`config.mk`:
```
export PLATFORM = sky130hd
export DESIGN_NAME = video_text_overlay_top
export DESIGN_NICKNAME = d
export VERILOG_FILES = /design/src/design/vto_pkg.sv /design/src/design/vto_pos.sv /design/src/design/vto_draw.sv /design/src/design/video_text_overlay_top.sv
export VERILOG_INCLUDE_DIRS = /design/src /design/src/design
export SDC_FILE = /design/constraint.sdc
export NUM_CORES = 1
export LEC_CHECK = 0
export BUFFER_PORTS_ARGS = -buffer_cell sky130_fd_sc_hd__buf_2
export CAP_MARGIN = 0
export CELL_PAD_IN_SITES_DETAIL_PLACEMENT = 1
export CELL_PAD_IN_SITES_GLOBAL_PLACEMENT = 2
export CORE_UTILIZATION = 39
export CTS_BUF_LIST = sky130_fd_sc_hd__clkbuf_4 sky130_fd_sc_hd__clkbuf_8
export DETAILED_ROUTE_END_ITERATION = 12
export GPL_ROUTABILITY_DRIVEN = 0
export PLACE_DENSITY = 0.88
export RECOVER_POWER = 50
export SKIP_LAST_GASP = 1
export SYNTH_ARGS = -nofsm -noshare
export SYNTH_HDL_FRONTEND = slang
export SYNTH_SLANG_ARGS = --single-unit
```
`constraint.sdc`:
```
create_clock -name i_clk -period 11.49 [get_ports i_clk]
set_clock_uncertainty 0.05 [all_clocks]
set_input_delay 0.5745 -clock i_clk [delete_from_list [all_inputs] [get_ports i_clk]]
set_output_delay 0.5745 -clock i_clk [all_outputs]
set_load 0.02 [all_outputs]
```
`src/design/video_text_overlay_top_assert.svh`:
```
// ----------------------------------------------------------------------------
// Assertion macros for video_text_overlay_top
// Shared forms of the clocked, reset-qualified checks.
// ----------------------------------------------------------------------------
`ifndef VIDEO_TEXT_OVERLAY_TOP_ASSERT_SVH
`define VIDEO_TEXT_OVERLAY_TOP_ASSERT_SVH

// same-cycle implication
`define VTO_ASSERT_NOW(lbl, ante, cons, msg) \
    lbl: assert property (@(posedge i_clk) disable iff (!i_rst_n) (ante) |-> (cons)) \
        else $error(msg);

// next-cycle implication
`define VTO_ASSERT_NEXT(lbl, ante, cons, msg) \
    lbl: assert property (@(posedge i_clk) disable iff (!i_rst_n) (ante) |=> (cons)) \
        else $error(msg);

`endif

```
`src/design/vto_pkg.sv`:
```
// ----------------------------------------------------------------------------
// vto_pkg
// Types, constants, font and text tables of the video text overlay.
// ----------------------------------------------------------------------------
package vto_pkg;

    localparam int COUNT_WIDTH    = 16;
    localparam int PIXEL_W        = 24;
    localparam int BOX_WIDTH      = 520;
    localparam int BOX_HEIGHT     = 100;
    localparam int BORDER         = 3;
    localparam int TEXT_LEFT      = 10;
    localparam int CHAR_PITCH     = 6;
    localparam int GLYPH_W        = 5;
    localparam int GLYPH_H        = 7;
    localparam int LINE_COUNT     = 4;
    localparam int ROM_CHARS      = 18;
    localparam int MAX_LINE_CHARS = 18;

    localparam int CC_W   = $clog2(CHAR_PITCH);
    localparam int IDX_W  = 5;
    localparam int LINE_W = $clog2(LINE_COUNT);
    localparam int GROW_W = $clog2(GLYPH_H);
    localparam int CODE_W = 5;

    localparam logic [IDX_W-1:0] IDX_MAX = {IDX_W{1'b1}};
    localparam logic [PIXEL_W-1:0] WHITE = {PIXEL_W{1'b1}};

    typedef logic [CODE_W-1:0] t_code;
    typedef logic [0:GLYPH_H-1][GLYPH_W-1:0] t_glyph;
    typedef t_code [0:ROM_CHARS-1] t_text_row;

    typedef struct packed {
        logic [PIXEL_W-1:0]     rgb;
        logic                   frame_start;
        logic                   line_end;
        logic [COUNT_WIDTH-1:0] row;
        logic [COUNT_WIDTH-1:0] col;
        logic [CC_W-1:0]        cc;
        logic [IDX_W-1:0]       idx;
    } t_stage;

    // glyph codes
    localparam t_code G_BLANK = 5'd0;
    localparam t_code G_V     = 5'd1;
    localparam t_code G_I     = 5'd2;
    localparam t_code G_C     = 5'd3;
    localparam t_code G_K     = 5'd4;
    localparam t_code G_Y     = 5'd5;
    localparam t_code G_N     = 5'd6;
    localparam t_code G_G     = 5'd7;
    localparam t_code G_W     = 5'd8;
    localparam t_code G_U     = 5'd9;
    localparam t_code G_R     = 5'd10;
    localparam t_code G_A     = 5'd11;
    localparam t_code G_T     = 5'd12;
    localparam t_code G_L     = 5'd13;
    localparam t_code G_S     = 5'd14;
    localparam t_code G_H     = 5'd15;
    localparam t_code G_0     = 5'd16;
    localparam t_code G_1     = 5'd17;
    localparam t_code G_2     = 5'd18;
    localparam t_code G_3     = 5'd19;
    localparam t_code G_4     = 5'd20;
    localparam t_code G_9     = 5'd21;

    function automatic int clip_len(input int n);
        return (n > MAX_LINE_CHARS) ? MAX_LINE_CHARS : n;
    endfunction

    localparam logic [COUNT_WIDTH-1:0] TEXT_TOP [LINE_COUNT] = '{
        COUNT_WIDTH'(15), COUNT_WIDTH'(30), COUNT_WIDTH'(55), COUNT_WIDTH'(70)
    };
    localparam logic [COUNT_WIDTH-1:0] TEXT_BOTTOM [LINE_COUNT] = '{
        COUNT_WIDTH'(15 + GLYPH_H), COUNT_WIDTH'(30 + GLYPH_H),
        COUNT_WIDTH'(55 + GLYPH_H), COUNT_WIDTH'(70 + GLYPH_H)
    };
    localparam logic [IDX_W-1:0] TEXT_LEN [LINE_COUNT] = '{
        IDX_W'(clip_len(18)), IDX_W'(clip_len(8)),
        IDX_W'(clip_len(11)), IDX_W'(clip_len(8))
    };

    localparam t_text_row TEXT_ROM [LINE_COUNT] = '{
        '{G_H, G_U, G_S, G_K, G_Y, G_BLANK, G_T, G_A, G_I, G_L, G_BLANK,
          G_W, G_A, G_G, G_S, G_BLANK, G_1, G_2},
        '{G_A, G_1, G_2, G_0, G_3, G_9, G_4, G_1, G_BLANK, G_BLANK, G_BLANK,
          G_BLANK, G_BLANK, G_BLANK, G_BLANK, G_BLANK, G_BLANK, G_BLANK},
        '{G_N, G_I, G_G, G_H, G_T, G_BLANK, G_C, G_R, G_A, G_W, G_L,
          G_BLANK, G_BLANK, G_BLANK, G_BLANK, G_BLANK, G_BLANK, G_BLANK},
        '{G_S, G_4, G_T, G_9, G_3, G_2, G_1, G_0, G_BLANK, G_BLANK, G_BLANK,
          G_BLANK, G_BLANK, G_BLANK, G_BLANK, G_BLANK, G_BLANK, G_BLANK}
    };

    // 5x7 font, bit 4 is the leftmost pixel
    function automatic t_glyph glyph_rows(input t_code code);
        t_glyph g;
        case (code)
            G_V:     g = {5'h11, 5'h11, 5'h11, 5'h0A, 5'h0A, 5'h04, 5'h04};
            G_I:     g = {5'h0E, 5'h04, 5'h04, 5'h04, 5'h04, 5'h04, 5'h0E};
            G_C:     g = {5'h0E, 5'h11, 5'h10, 5'h10, 5'h10, 5'h11, 5'h0E};
            G_K:     g = {5'h11, 5'h12, 5'h14, 5'h18, 5'h14, 5'h12, 5'h11};
            G_Y:     g = {5'h11, 5'h11, 5'h0A, 5'h04, 5'h04, 5'h04, 5'h04};
            G_N:     g = {5'h11, 5'h19, 5'h15, 5'h13, 5'h11, 5'h11, 5'h11};
            G_G:     g = {5'h0E, 5'h11, 5'h10, 5'h17, 5'h11, 5'h11, 5'h0E};
            G_W:     g = {5'h11, 5'h11, 5'h11, 5'h15, 5'h15, 5'h1B, 5'h11};
            G_U:     g = {5'h11, 5'h11, 5'h11, 5'h11, 5'h11, 5'h11, 5'h0E};
            G_R:     g = {5'h1E, 5'h11, 5'h11, 5'h1E, 5'h14, 5'h12, 5'h11};
            G_A:     g = {5'h0E, 5'h11, 5'h11, 5'h1F, 5'h11, 5'h11, 5'h11};
            G_T:     g = {5'h1F, 5'h04, 5'h04, 5'h04, 5'h04, 5'h04, 5'h04};
            G_L:     g = {5'h10, 5'h10, 5'h10, 5'h10, 5'h10, 5'h10, 5'h1F};
            G_S:     g = {5'h0E, 5'h11, 5'h10, 5'h0E, 5'h01, 5'h11, 5'h0E};
            G_H:     g = {5'h11, 5'h11, 5'h11, 5'h1F, 5'h11, 5'h11, 5'h11};
            G_0:     g = {5'h0E, 5'h11, 5'h13, 5'h15, 5'h19, 5'h11, 5'h0E};
            G_1:     g = {5'h04, 5'h0C, 5'h04, 5'h04, 5'h04, 5'h04, 5'h0E};
            G_2:     g = {5'h0E, 5'h11, 5'h01, 5'h02, 5'h04, 5'h08, 5'h1F};
            G_3:     g = {5'h1E, 5'h01, 5'h01, 5'h0E, 5'h01, 5'h01, 5'h1E};
            G_4:     g = {5'h02, 5'h06, 5'h0A, 5'h12, 5'h1F, 5'h02, 5'h02};
            G_9:     g = {5'h0E, 5'h11, 5'h11, 5'h0F, 5'h01, 5'h02, 5'h0C};
            default: g = '0;
        endcase
        return g;
    endfunction

endpackage

```
`src/design/vto_pos.sv`:
```
// ----------------------------------------------------------------------------
// vto_pos
// Input register and raster position tracking with character cell counters.
// ----------------------------------------------------------------------------
module vto_pos (
    input  logic                       i_clk,
    input  logic                       i_rst_n,
    input  logic                       i_valid,
    input  logic                       i_load,
    input  logic [vto_pkg::PIXEL_W-1:0] i_pixel_rgb,
    input  logic                       i_frame_start,
    input  logic                       i_line_end,
    output logic                       o_valid,
    output vto_pkg::t_stage            o_stage
);
    import vto_pkg::*;

    logic [COUNT_WIDTH-1:0] r_row, r_col, n_row, n_col, cur_row, cur_col;
    logic [CC_W-1:0]        r_cc, n_cc, cur_cc;
    logic [IDX_W-1:0]       r_idx, n_idx, cur_idx;
    logic                   r_valid;
    t_stage                 r_stage, n_stage;
    logic                   accept;

    assign accept = i_valid && i_load;

    always_comb begin
        cur_row = i_frame_start ? '0 : r_row;
        cur_col = i_frame_start ? '0 : r_col;
        cur_cc  = i_frame_start ? '0 : r_cc;
        cur_idx = i_frame_start ? '0 : r_idx;

        n_col = i_line_end ? '0 : cur_col + COUNT_WIDTH'(1);
        n_row = i_line_end ? cur_row + COUNT_WIDTH'(1) : cur_row;

        if (i_line_end || (cur_col < COUNT_WIDTH'(TEXT_LEFT))) begin
            n_cc  = '0;
            n_idx = '0;
        end else if (cur_cc == CC_W'(CHAR_PITCH - 1)) begin
            n_cc  = '0;
            n_idx = (cur_idx == IDX_MAX) ? cur_idx : cur_idx + IDX_W'(1);
        end else begin
            n_cc  = cur_cc + CC_W'(1);
            n_idx = cur_idx;
        end

        n_stage.rgb         = i_pixel_rgb;
        n_stage.frame_start = i_frame_start;
        n_stage.line_end    = i_line_end;
        n_stage.row         = cur_row;
        n_stage.col         = cur_col;
        n_stage.cc          = cur_cc;
        n_stage.idx         = cur_idx;
    end

    always_ff @(posedge i_clk) begin
        if (!i_rst_n) begin
            r_valid <= 1'b0;
            r_row   <= '0;
            r_col   <= '0;
            r_cc    <= '0;
            r_idx   <= '0;
        end else begin
            if (i_load) begin
                r_valid <= i_valid;
            end
            if (accept) begin
                r_row <= n_row;
                r_col <= n_col;
                r_cc  <= n_cc;
                r_idx <= n_idx;
            end
        end
    end

    always_ff @(posedge i_clk) begin
        if (accept) begin
            r_stage <= n_stage;
        end
    end

    assign o_valid = r_valid;
    assign o_stage = r_stage;

endmodule

```
`src/design/vto_draw.sv`:
```
// ----------------------------------------------------------------------------
// vto_draw
// Box dimming, border and text rendering into the output register, when enabled.
// ----------------------------------------------------------------------------
module vto_draw (
    input  logic                        i_clk,
    input  logic                        i_rst_n,
    input  logic                        i_load,
    input  logic                        i_stage_valid,
    input  vto_pkg::t_stage             i_stage,
    input  logic                        i_enable,
    output logic                        o_valid,
    output logic [vto_pkg::PIXEL_W-1:0] o_rgb,
    output logic                        o_frame_start,
    output logic                        o_line_end
);
    import vto_pkg::*;

    logic                 r_valid;
    logic [PIXEL_W-1:0]   r_rgb, n_rgb, dim_rgb;
    logic                 r_frame_start, r_line_end;
    logic                 in_box, on_border, line_hit, text_on;
    logic [LINE_W-1:0]    line_sel;
    logic [GROW_W-1:0]    grow_sel;
    t_code                code;
    t_glyph               glyph;
    logic [GLYPH_W-1:0]   grow;

    always_comb begin
        line_hit = 1'b0;
        line_sel = '0;
        grow_sel = '0;
        for (int l = 0; l < LINE_COUNT; l++) begin
            if ((i_stage.row >= TEXT_TOP[l]) && (i_stage.row < TEXT_BOTTOM[l])) begin
                line_hit = 1'b1;
                line_sel = LINE_W'(l);
                grow_sel = GROW_W'(i_stage.row - TEXT_TOP[l]);
            end
        end
    end

    always_comb begin
        code    = TEXT_ROM[line_sel][i_stage.idx];
        glyph   = glyph_rows(code);
        grow    = glyph[grow_sel];
        text_on = line_hit
               && (i_stage.col >= COUNT_WIDTH'(TEXT_LEFT))
               && (i_stage.idx < TEXT_LEN[line_sel])
               && (i_stage.cc < CC_W'(GLYPH_W))
               && grow[CC_W'(GLYPH_W - 1) - i_stage.cc];

        in_box    = (i_stage.row < COUNT_WIDTH'(BOX_HEIGHT))
                 && (i_stage.col < COUNT_WIDTH'(BOX_WIDTH));
        on_border = (i_stage.row < COUNT_WIDTH'(BORDER))
                 || (i_stage.row >= COUNT_WIDTH'(BOX_HEIGHT - BORDER))
                 || (i_stage.col < COUNT_WIDTH'(BORDER))
                 || (i_stage.col >= COUNT_WIDTH'(BOX_WIDTH - BORDER));

        dim_rgb = {1'b0, i_stage.rgb[23:17], 1'b0, i_stage.rgb[15:9],
                   1'b0, i_stage.rgb[7:1]};

        n_rgb = i_stage.rgb;
        if (i_enable) begin
            if (in_box) begin
                n_rgb = dim_rgb;
            end
            if ((in_box && on_border) || text_on) begin
                n_rgb = WHITE;
            end
        end
    end

    always_ff @(posedge i_clk) begin
        if (!i_rst_n) begin
            r_valid <= 1'b0;
        end else if (i_load) begin
            r_valid <= i_stage_valid;
        end
    end

    always_ff @(posedge i_clk) begin
        if (i_load && i_stage_valid) begin
            r_rgb         <= n_rgb;
            r_frame_start <= i_stage.frame_start;
            r_line_end    <= i_stage.line_end;
        end
    end

    assign o_valid       = r_valid;
    assign o_rgb         = r_rgb;
    assign o_frame_start = r_frame_start;
    assign o_line_end    = r_line_end;

endmodule

```
`src/design/video_text_overlay_top.sv`:
```
// ----------------------------------------------------------------------------
// video_text_overlay_top
// On-screen text overlay for a 24-bit RGB pixel stream.
//
//   channel | direction | handshake           | payload
//   --------+-----------+---------------------+-------------------------------
//   pixel   | in        | i_valid / o_stall   | rgb, frame start, line end
//   result  | out       | o_valid / i_stall   | rgb, frame start, line end
//   config  | in        | i_cfg_we            | overlay enable
//
// One pixel per cycle while o_stall is low; each accepted transaction passes
// through the input register, then the overlay logic into the output register,
// and leaves when i_stall is low.
// Synchronous active-low reset clears the valid bits, position counters and
// the enable. o_stall rises only while both registers hold data and i_stall
// is high.
// ----------------------------------------------------------------------------
module video_text_overlay_top (
    input  logic                        i_clk,
    input  logic                        i_rst_n,
    input  logic                        i_valid,
    output logic                        o_stall,
    input  logic [vto_pkg::PIXEL_W-1:0] i_pixel_rgb,
    input  logic                        i_frame_start,
    input  logic                        i_line_end,
    output logic                        o_valid,
    input  logic                        i_stall,
    output logic [vto_pkg::PIXEL_W-1:0] o_out_rgb,
    output logic                        o_out_frame_start,
    output logic                        o_out_line_end,
    input  logic                        i_cfg_we,
    input  logic                        i_cfg_data
);
    import vto_pkg::*;

    logic   r_enable;
    logic   stage_valid, stage_load, out_load;
    t_stage stage;

    assign out_load   = !o_valid || !i_stall;
    assign stage_load = !stage_valid || out_load;
    assign o_stall    = !stage_load;

    always_ff @(posedge i_clk) begin
        if (!i_rst_n) begin
            r_enable <= 1'b0;
        end else if (i_cfg_we) begin
            r_enable <= i_cfg_data;
        end
    end

    vto_pos u_pos (
        .i_clk         (i_clk),
        .i_rst_n       (i_rst_n),
        .i_valid       (i_valid),
        .i_load        (stage_load),
        .i_pixel_rgb   (i_pixel_rgb),
        .i_frame_start (i_frame_start),
        .i_line_end    (i_line_end),
        .o_valid       (stage_valid),
        .o_stage       (stage)
    );

    vto_draw u_draw (
        .i_clk         (i_clk),
        .i_rst_n       (i_rst_n),
        .i_load        (out_load),
        .i_stage_valid (stage_valid),
        .i_stage       (stage),
        .i_enable      (r_enable),
        .o_valid       (o_valid),
        .o_rgb         (o_out_rgb),
        .o_frame_start (o_out_frame_start),
        .o_line_end    (o_out_line_end)
    );

`include "video_text_overlay_top_assert.svh"

    `VTO_ASSERT_NOW(a_no_stall_when_free, !i_stall, !o_stall, "input stalled with free output")
    `VTO_ASSERT_NEXT(a_corner_white,
        out_load && stage_valid && stage.frame_start && r_enable,
        o_out_rgb == WHITE, "frame corner not white")
    `VTO_ASSERT_NEXT(a_bypass,
        out_load && stage_valid && !r_enable,
        o_out_rgb == $past(stage.rgb), "disabled overlay altered pixel")

endmodule
```
### After elaboration in Yosys (flattened, before gate mapping)

Memories as Yosys holds them, arrays and structs flattened.
Cells that the tools add are included.

* register bits after elaboration: 135
* bits in read-only memories: 1120
* input port bits: 32
* output and inout bits: 28
* word-level logic and storage cells: 116
* memories: 1

Memory list
* (name not given): words 32, width 35, read ports 1, clocked after Yosys merged registers in 0, wr ports 0, line vto_pkg.sv:97 `case (code)`

* add/subtract/negate cells: 9
* order comparisons: 22
* equal/unequal tests: 2
* mux-type cells: 39
* bitwise gates (word level): 3
* reductions and logical operators: 23

Operators by type and width (count)
* $bmux W90 S2: 1
* $mux W90: 2
* $mux W24: 3
* $mux W16: 4
* $mux W5: 10
* $add A16 B1 Y16 const B: 2
* $ge A16 B4 Y1 const B: 2
* $ge A16 B7 Y1 const B: 2
* $lt A16 B2 Y1 const B: 2
* $lt A16 B6 Y1 const B: 2
* $lt A16 B7 Y1 const B: 2
* $bmux W5 S5: 1
* $mux W3: 7
* $ge A16 B10 Y1 const B: 1
* $ge A16 B5 Y1 const B: 1
* $ge A16 B6 Y1 const B: 1
* $lt A16 B10 Y1 const B: 1
* $lt A16 B4 Y1 const B: 1
* $lt A16 B5 Y1 const B: 1
* $bmux W5 S3: 1
* $logic_and A1 B1 Y1: 12
* $sub A3 B3 Y3 const B: 4
* $bmux W5 S2: 1
* $logic_or A1 B1 Y1: 7
* 18 further kinds: 27

### Depth between registers and ports, before layout

An unclocked memory read counts as a cell.

* depth in word-level cells: 22
* mapped depth: 28
* depth with buffers taken out: 25

### Hierarchy

Synthesis repeated with hierarchy kept, for this count alone.

* cells, all modules: 981
* area, all modules: 8968.6 um^2

Modules (own cells, without submodules)
* vto_pos: instances 1, cells each 385, area each 4490.6 um^2, sequential area each 2802.7 um^2
* vto_draw: instances 1, cells each 590, area each 4429.2 um^2, sequential area each 800.8 um^2
* video_text_overlay_top: instances 1, cells each 6, area each 48.8 um^2, sequential area each 20.0 um^2

### Least setup slack after synthesis

OpenSTA, ideal clock, no wires.

* path type: register -> register
* start: register u_pos.r_stage (netlist bit u_pos.o_stage[24])
* end: register u_draw.r_rgb[12] (netlist: u_draw.o_rgb[12]), data pin
* library setup time: 259 ps
* data arrival time: 5571 ps
* data required time: 11181 ps
* setup slack: 5610 ps
* cell stages (with the launch flop): 28
* path buffers: 3
* clock period less this slack: 5880 ps
* cell sequence: edfxtp_1 > inv_1 > ha_1 > nor2b_1 > o22a_1 > or3_1 > buf_2 > nand2_2 > inv_1 > ha_1 > nor2b_1 > a21oi_1 > o21ai_0 > a32oi_1 > nand3_1 > nand2_1 > clkinv_1 > ha_1 > buf_2 > a21oi_1 > o211ai_1 > nor4b_1 > or4_1 > a311oi_2 > a211oi_2 > a311oi_4 > buf_6 > nand3_2

* longest elaborated chain between the ends: 22
* elaborated cells on any way between the ends: 61
* those cells by class: 4 x add/sub; 12 x order compare; 28 x mux; 2 x bitwise; 14 x reduce/logical; 1 x memory

RTL lines
* start, declared: line vto_pos.sv:22 `t_stage r_stage, n_stage;`
* start signal, assigned: line vto_pos.sv:78 `r_stage <= n_stage;`
* $ge A16 B5 Y1 / $lt A16 B6 Y1 (equally long branches): line vto_draw.sv:34 `if ((i_stage.row >= TEXT_TOP[l]) && (i_stage.row < TEXT_BOTTOM[l])) begin`
* $logic_and A1 B1 Y1: line vto_draw.sv:34
* $mux W1: line vto_draw.sv:34
* $mux W2 (2 in a row): line vto_draw.sv:34
* $not A2 Y3 (implied by the code): line vto_draw.sv:43, vto_draw.sv:48
* $bmux W90 S2: line vto_draw.sv:43 `code = TEXT_ROM[line_sel][i_stage.idx];`
* $mux W90 (implied by the code) (2 in a row): line vto_draw.sv:43
* $bmux W5 S5: line vto_draw.sv:43
* [4 not listed]
* $mux W5 (implied by the code) (2 in a row): line vto_draw.sv:45 `grow = glyph[grow_sel];`
* $bmux W1 S3: line vto_draw.sv:50 `&& grow[CC_W'(GLYPH_W - 1) - i_stage.cc];`
* $mux W1 (implied by the code): line vto_draw.sv:50
* $logic_and A1 B1 Y1: line vto_draw.sv:50
* $logic_or A1 B1 Y1: line vto_draw.sv:67 `if ((in_box && on_border) || text_on) begin`
* $mux W24 (*): line vto_draw.sv:67
* $mux W24 (*): line vto_draw.sv:63 `if (i_enable) begin`
* named net u_draw.n_rgb[12]: line vto_draw.sv:20 `logic [PIXEL_W-1:0] r_rgb, n_rgb, dim_rgb;`
* end signal, assigned: line vto_draw.sv:83 `r_rgb <= n_rgb;`
* end, declared: line vto_draw.sv:20

Mark *: on every way through the listed nets, which the timed path passes. The rest lies on a longest branch. The select of a mux whose other input is x is not followed.
A chain may end at the register's enable or synchronous reset.

### Worst setup path after layout

* start: register u_pos.r_stage (netlist bit u_pos.o_stage[24])
* end: register u_draw.r_rgb[22] (netlist: u_draw.o_rgb[22]), data pin

Same word-level chain as after synthesis.

==> run_results.csv <==
group,metric,value,unit
routing,vias,7878,
die,initial_core_util,40.1,%
run,maxCapViolations,3,
global_routing,antenna_found_initial,0,
setup_path,end_kind,"flip-flop",
timing,finalHoldViolCount,0,
timing,finalSetupTns,0,ps
clocking,clkLatencyLatePin,440,ps
routing,drc_errors,0,
global_routing,gr-total-overflow,0,
layout,num-nets-final,1083,
logic_synthesis,syn-num-nets,1056,
hold_path,hold_path.class,"in2reg",
logic_synthesis,syn_inst,992,
clocking,ctsHoldBuffers,0,
logic_synthesis,syn-cell-area,8830,sq um
layout,syn_to_final_growth,8.92,%
global_routing,grt_pass1_wl,42.9,mm
placed_design,io_buffers,59,
setup_path,path_buf_inv,4,
routing,vias_per_cell,6.00,
global_routing,track_usage,23.0,%
setup_path,crit_path_max_incr_delay,880,ps
clocking,ctsResizeCount,0,
global_routing,grt_start_max_net_pins,66,
routing,wl_per_cell,20.1,um
routing,routed_wirelength,26.3,mm
logic_synthesis,yosys.cell_types.count,90,
power_and_ir_drop,powerDensity,114,nW/um^2
die,ios,60,
layout,num_antenna_cells,0,
routing,dr.first_iter.drc_count,573,
timing,min_period,7520,ps
hold_path,whs_path_depth,1,
die,rows,54,
layout,multiInputGateArea,4840,sq um
routing,wl_met3,1.27,mm
die,die_y,153,um
clocking,cts_setup_buffers,0,
setup_path,worstPathRequired,11570,ps
logic_synthesis,postSynthAreaPerCell,8.91,sq um
power_and_ir_drop,leakage,3.41,nW
timing,timing.final.crit_share,65.4,%
logic_synthesis,synthArstFlopShare,0,%
routing,dr_wl_met2,12.6,mm
setup_path,crit_start,"u_pos.o_stage[24]",
clocking,path_clk_slew,90,ps
clocking,clockRootBuffer,"clkbuf_8",
die,core_region_area,22000,sq um
clocking,clkSinkCount,135,
setup_path,crit_type,"reg2reg",
setup_path,cp.depth,25,
timing,slew_violations,125,
setup_path,critPathMaxFanout,19,
die,dieWidth,153,um
setup_path,arrival,7600,ps
logic_synthesis,synthFlopType,"edfxtp_1",
layout,fin_util,43.7,%
timing,max_clock_freq,133,MHz
setup_path,start_kind,"flip-flop",
logic_synthesis,synth_warnings,0,
setup_path,regToRegStartpoint,"u_pos.o_stage[24]",
layout,drive_gt1_share,10.1,%
timing,rsz0062_at_grt,"false",
hold_path,hp-start,"i_pixel_rgb[22]",
routing,wl_met1,12.1,mm
routing,dr.pass1.iters,7,
routing,ant_nets,0,
timing,max_slew_margin,-59.5,%
logic_synthesis,yosysSeqAreaShare,41.0,%
setup_path,path_delay_family,"compound AO/OA/AOI/OAI gates",
routing,highest_layer,"met4",
clocking,cts_tree,"done",
clocking,cts_buffers,17,
die,die_area,23300,sq um
setup_path,reg2reg_depth,25,
layout,fillCellCount,2612,
timing,final-setup-viol-count,0,
layout,regArea,3620,sq um
outcome,violations,"max-capacitance violations, max-slew violations",
clocking,cts_buffer_depth,2,
logic_synthesis,synth_seq_cells,135,
power_and_ir_drop,peakVddDrop,0.0545,mV
placed_design,dp_hpwl,18.9,mm
global_routing,grt_pass1_vias,7829,
logic_synthesis,synth_edf_count,92,
setup_path,cp_slowest_cell,"a311oi_4",
outcome,outcome,"finished, violations left",
timing,worst_pin_slew,2390,ps
clocking,cts_max_level,4,
placed cells by master (no fill, tap or decap), drive strengths merged, types with 10 or more instances in the layout:
cell | netlist | final
nor2b | 62 | 62
nor2 | 50 | 50
or3 | 15 | 15
dfxtp | 43 | 43
a211oi | 14 | 14
edfxtp | 92 | 92
o211ai | 11 | 11
inv | 29 | 36
and3 | 10 | 10
nor4 | 12 | 12
xnor2 | 10 | 10
ha | 32 | 32
nor3 | 26 | 26
nand3 | 46 | 46
nand2 | 143 | 143
o21ai | 65 | 65
a22oi | 11 | 11
a21oi | 56 | 56
buf | 22 | 33
a31oi | 14 | 14
nand4 | 13 | 13
and2 | 19 | 19
clkbuf | 36 | 51
state kept, by name (all words and copies together), names as in the netlist:
signal	count
u_pos.o_stage	66
u_pos.o_valid	1
r_enable	1
u_draw.o_frame_start	1
u_draw.o_valid	1
u_pos.r_cc	3
u_draw.o_rgb	24
u_pos.r_row	16
u_pos.r_col	16
u_pos.r_idx	5
u_draw.o_line_end	1
metal layers:
layer / track usage (%) / vias to the layer above
met5: 0 / -
li1: - / 3764
met3: 4.04 / 35
met4: 5.77 / 0
met1: 31.4 / 3857
met2: 37.8 / 222
cell families (layout without fill, tap and decap cells):
family / Yosys count / after routing / share of synthesized area [%]
and+or+nand+nor: 433 / 433 / 25.9
xor gates and xnor gates: 18 / 18 / 1.78
buffers and inverters: 91 / 131 / 4.26
AOI/OAI and AO/OA: 272 / 272 / 21.2
muxes: 11 / 11 / 1.29
DFF: 135 / 135 / 41.0
adders and majority gates: 32 / 32 / 4.53
cell usage after synthesis (10+ instances only):
cell type,count,share of area [%]
buf_2,16,0.91
nor2b_1,62,4.4
xnor2_1,10,0.99
and3_1,10,0.71
a211oi_1,13,1.1
a22oi_1,11,0.93
o211ai_1,11,0.93
nand4_1,13,0.92
dfxtp_1,43,9.7
nor4_1,10,0.71
nand3_1,37,2.1
nor3_1,25,1.4
clkbuf_1,36,1.5
nor2_1,50,2.1
nand2_1,140,5.9
a31oi_1,14,0.99
or3_1,15,1.1
inv_1,27,1.1
and2_1,19,1.3
edfxtp_1,92,31
a21oi_1,55,3.1
o21ai_0,61,3.5
ha_1,32,4.5
layout make-up:
cell class / count / area share [%]
Multi-Input combinational cell: 766 / 50.3
Sequential cell: 135 / 37.7
Tap cell: 280 / 3.64
Timing Repair Buffer: 66 / 3.16
Clock buffer: 18 / 2.51
Clock inverter: 14 / 1.44
Inverter: 33 / 1.29
power breakdown:
part / internal, mW / switching (mW)
sequential: 0.538 / 0.0138
clock: 0.179 / 0.205
combinational: 0.0504 / 0.111
metrics by stage:
stage / total power [mW] / hold WS, ps / instance area (sq um) / std cells / worst slack (ps)
finish: 1.10 / 254 / 9620 / 1312 / 3970
floorplan: 0.672 / 350 / 8830 / 992 / 5610
global placement: 0.719 / 352 / 9290 / 1280 / 4320
global route: 1.14 / 208 / 9620 / 1312 / 3320
CTS: 1.11 / 218 / 9670 / 1312 / 4000
detailed placement: 0.722 / 364 / 9290 / 1280 / 4030
worst paths after layout:
check                    endpoint  slack (ps)
max              u_draw.o_rgb[22]        3970
min             u_pos.o_stage[64]         250
max reg2reg      u_draw.o_rgb[22]        3970
min reg2reg  u_draw.o_frame_start         380
Power figures use the tool's default switching activity.
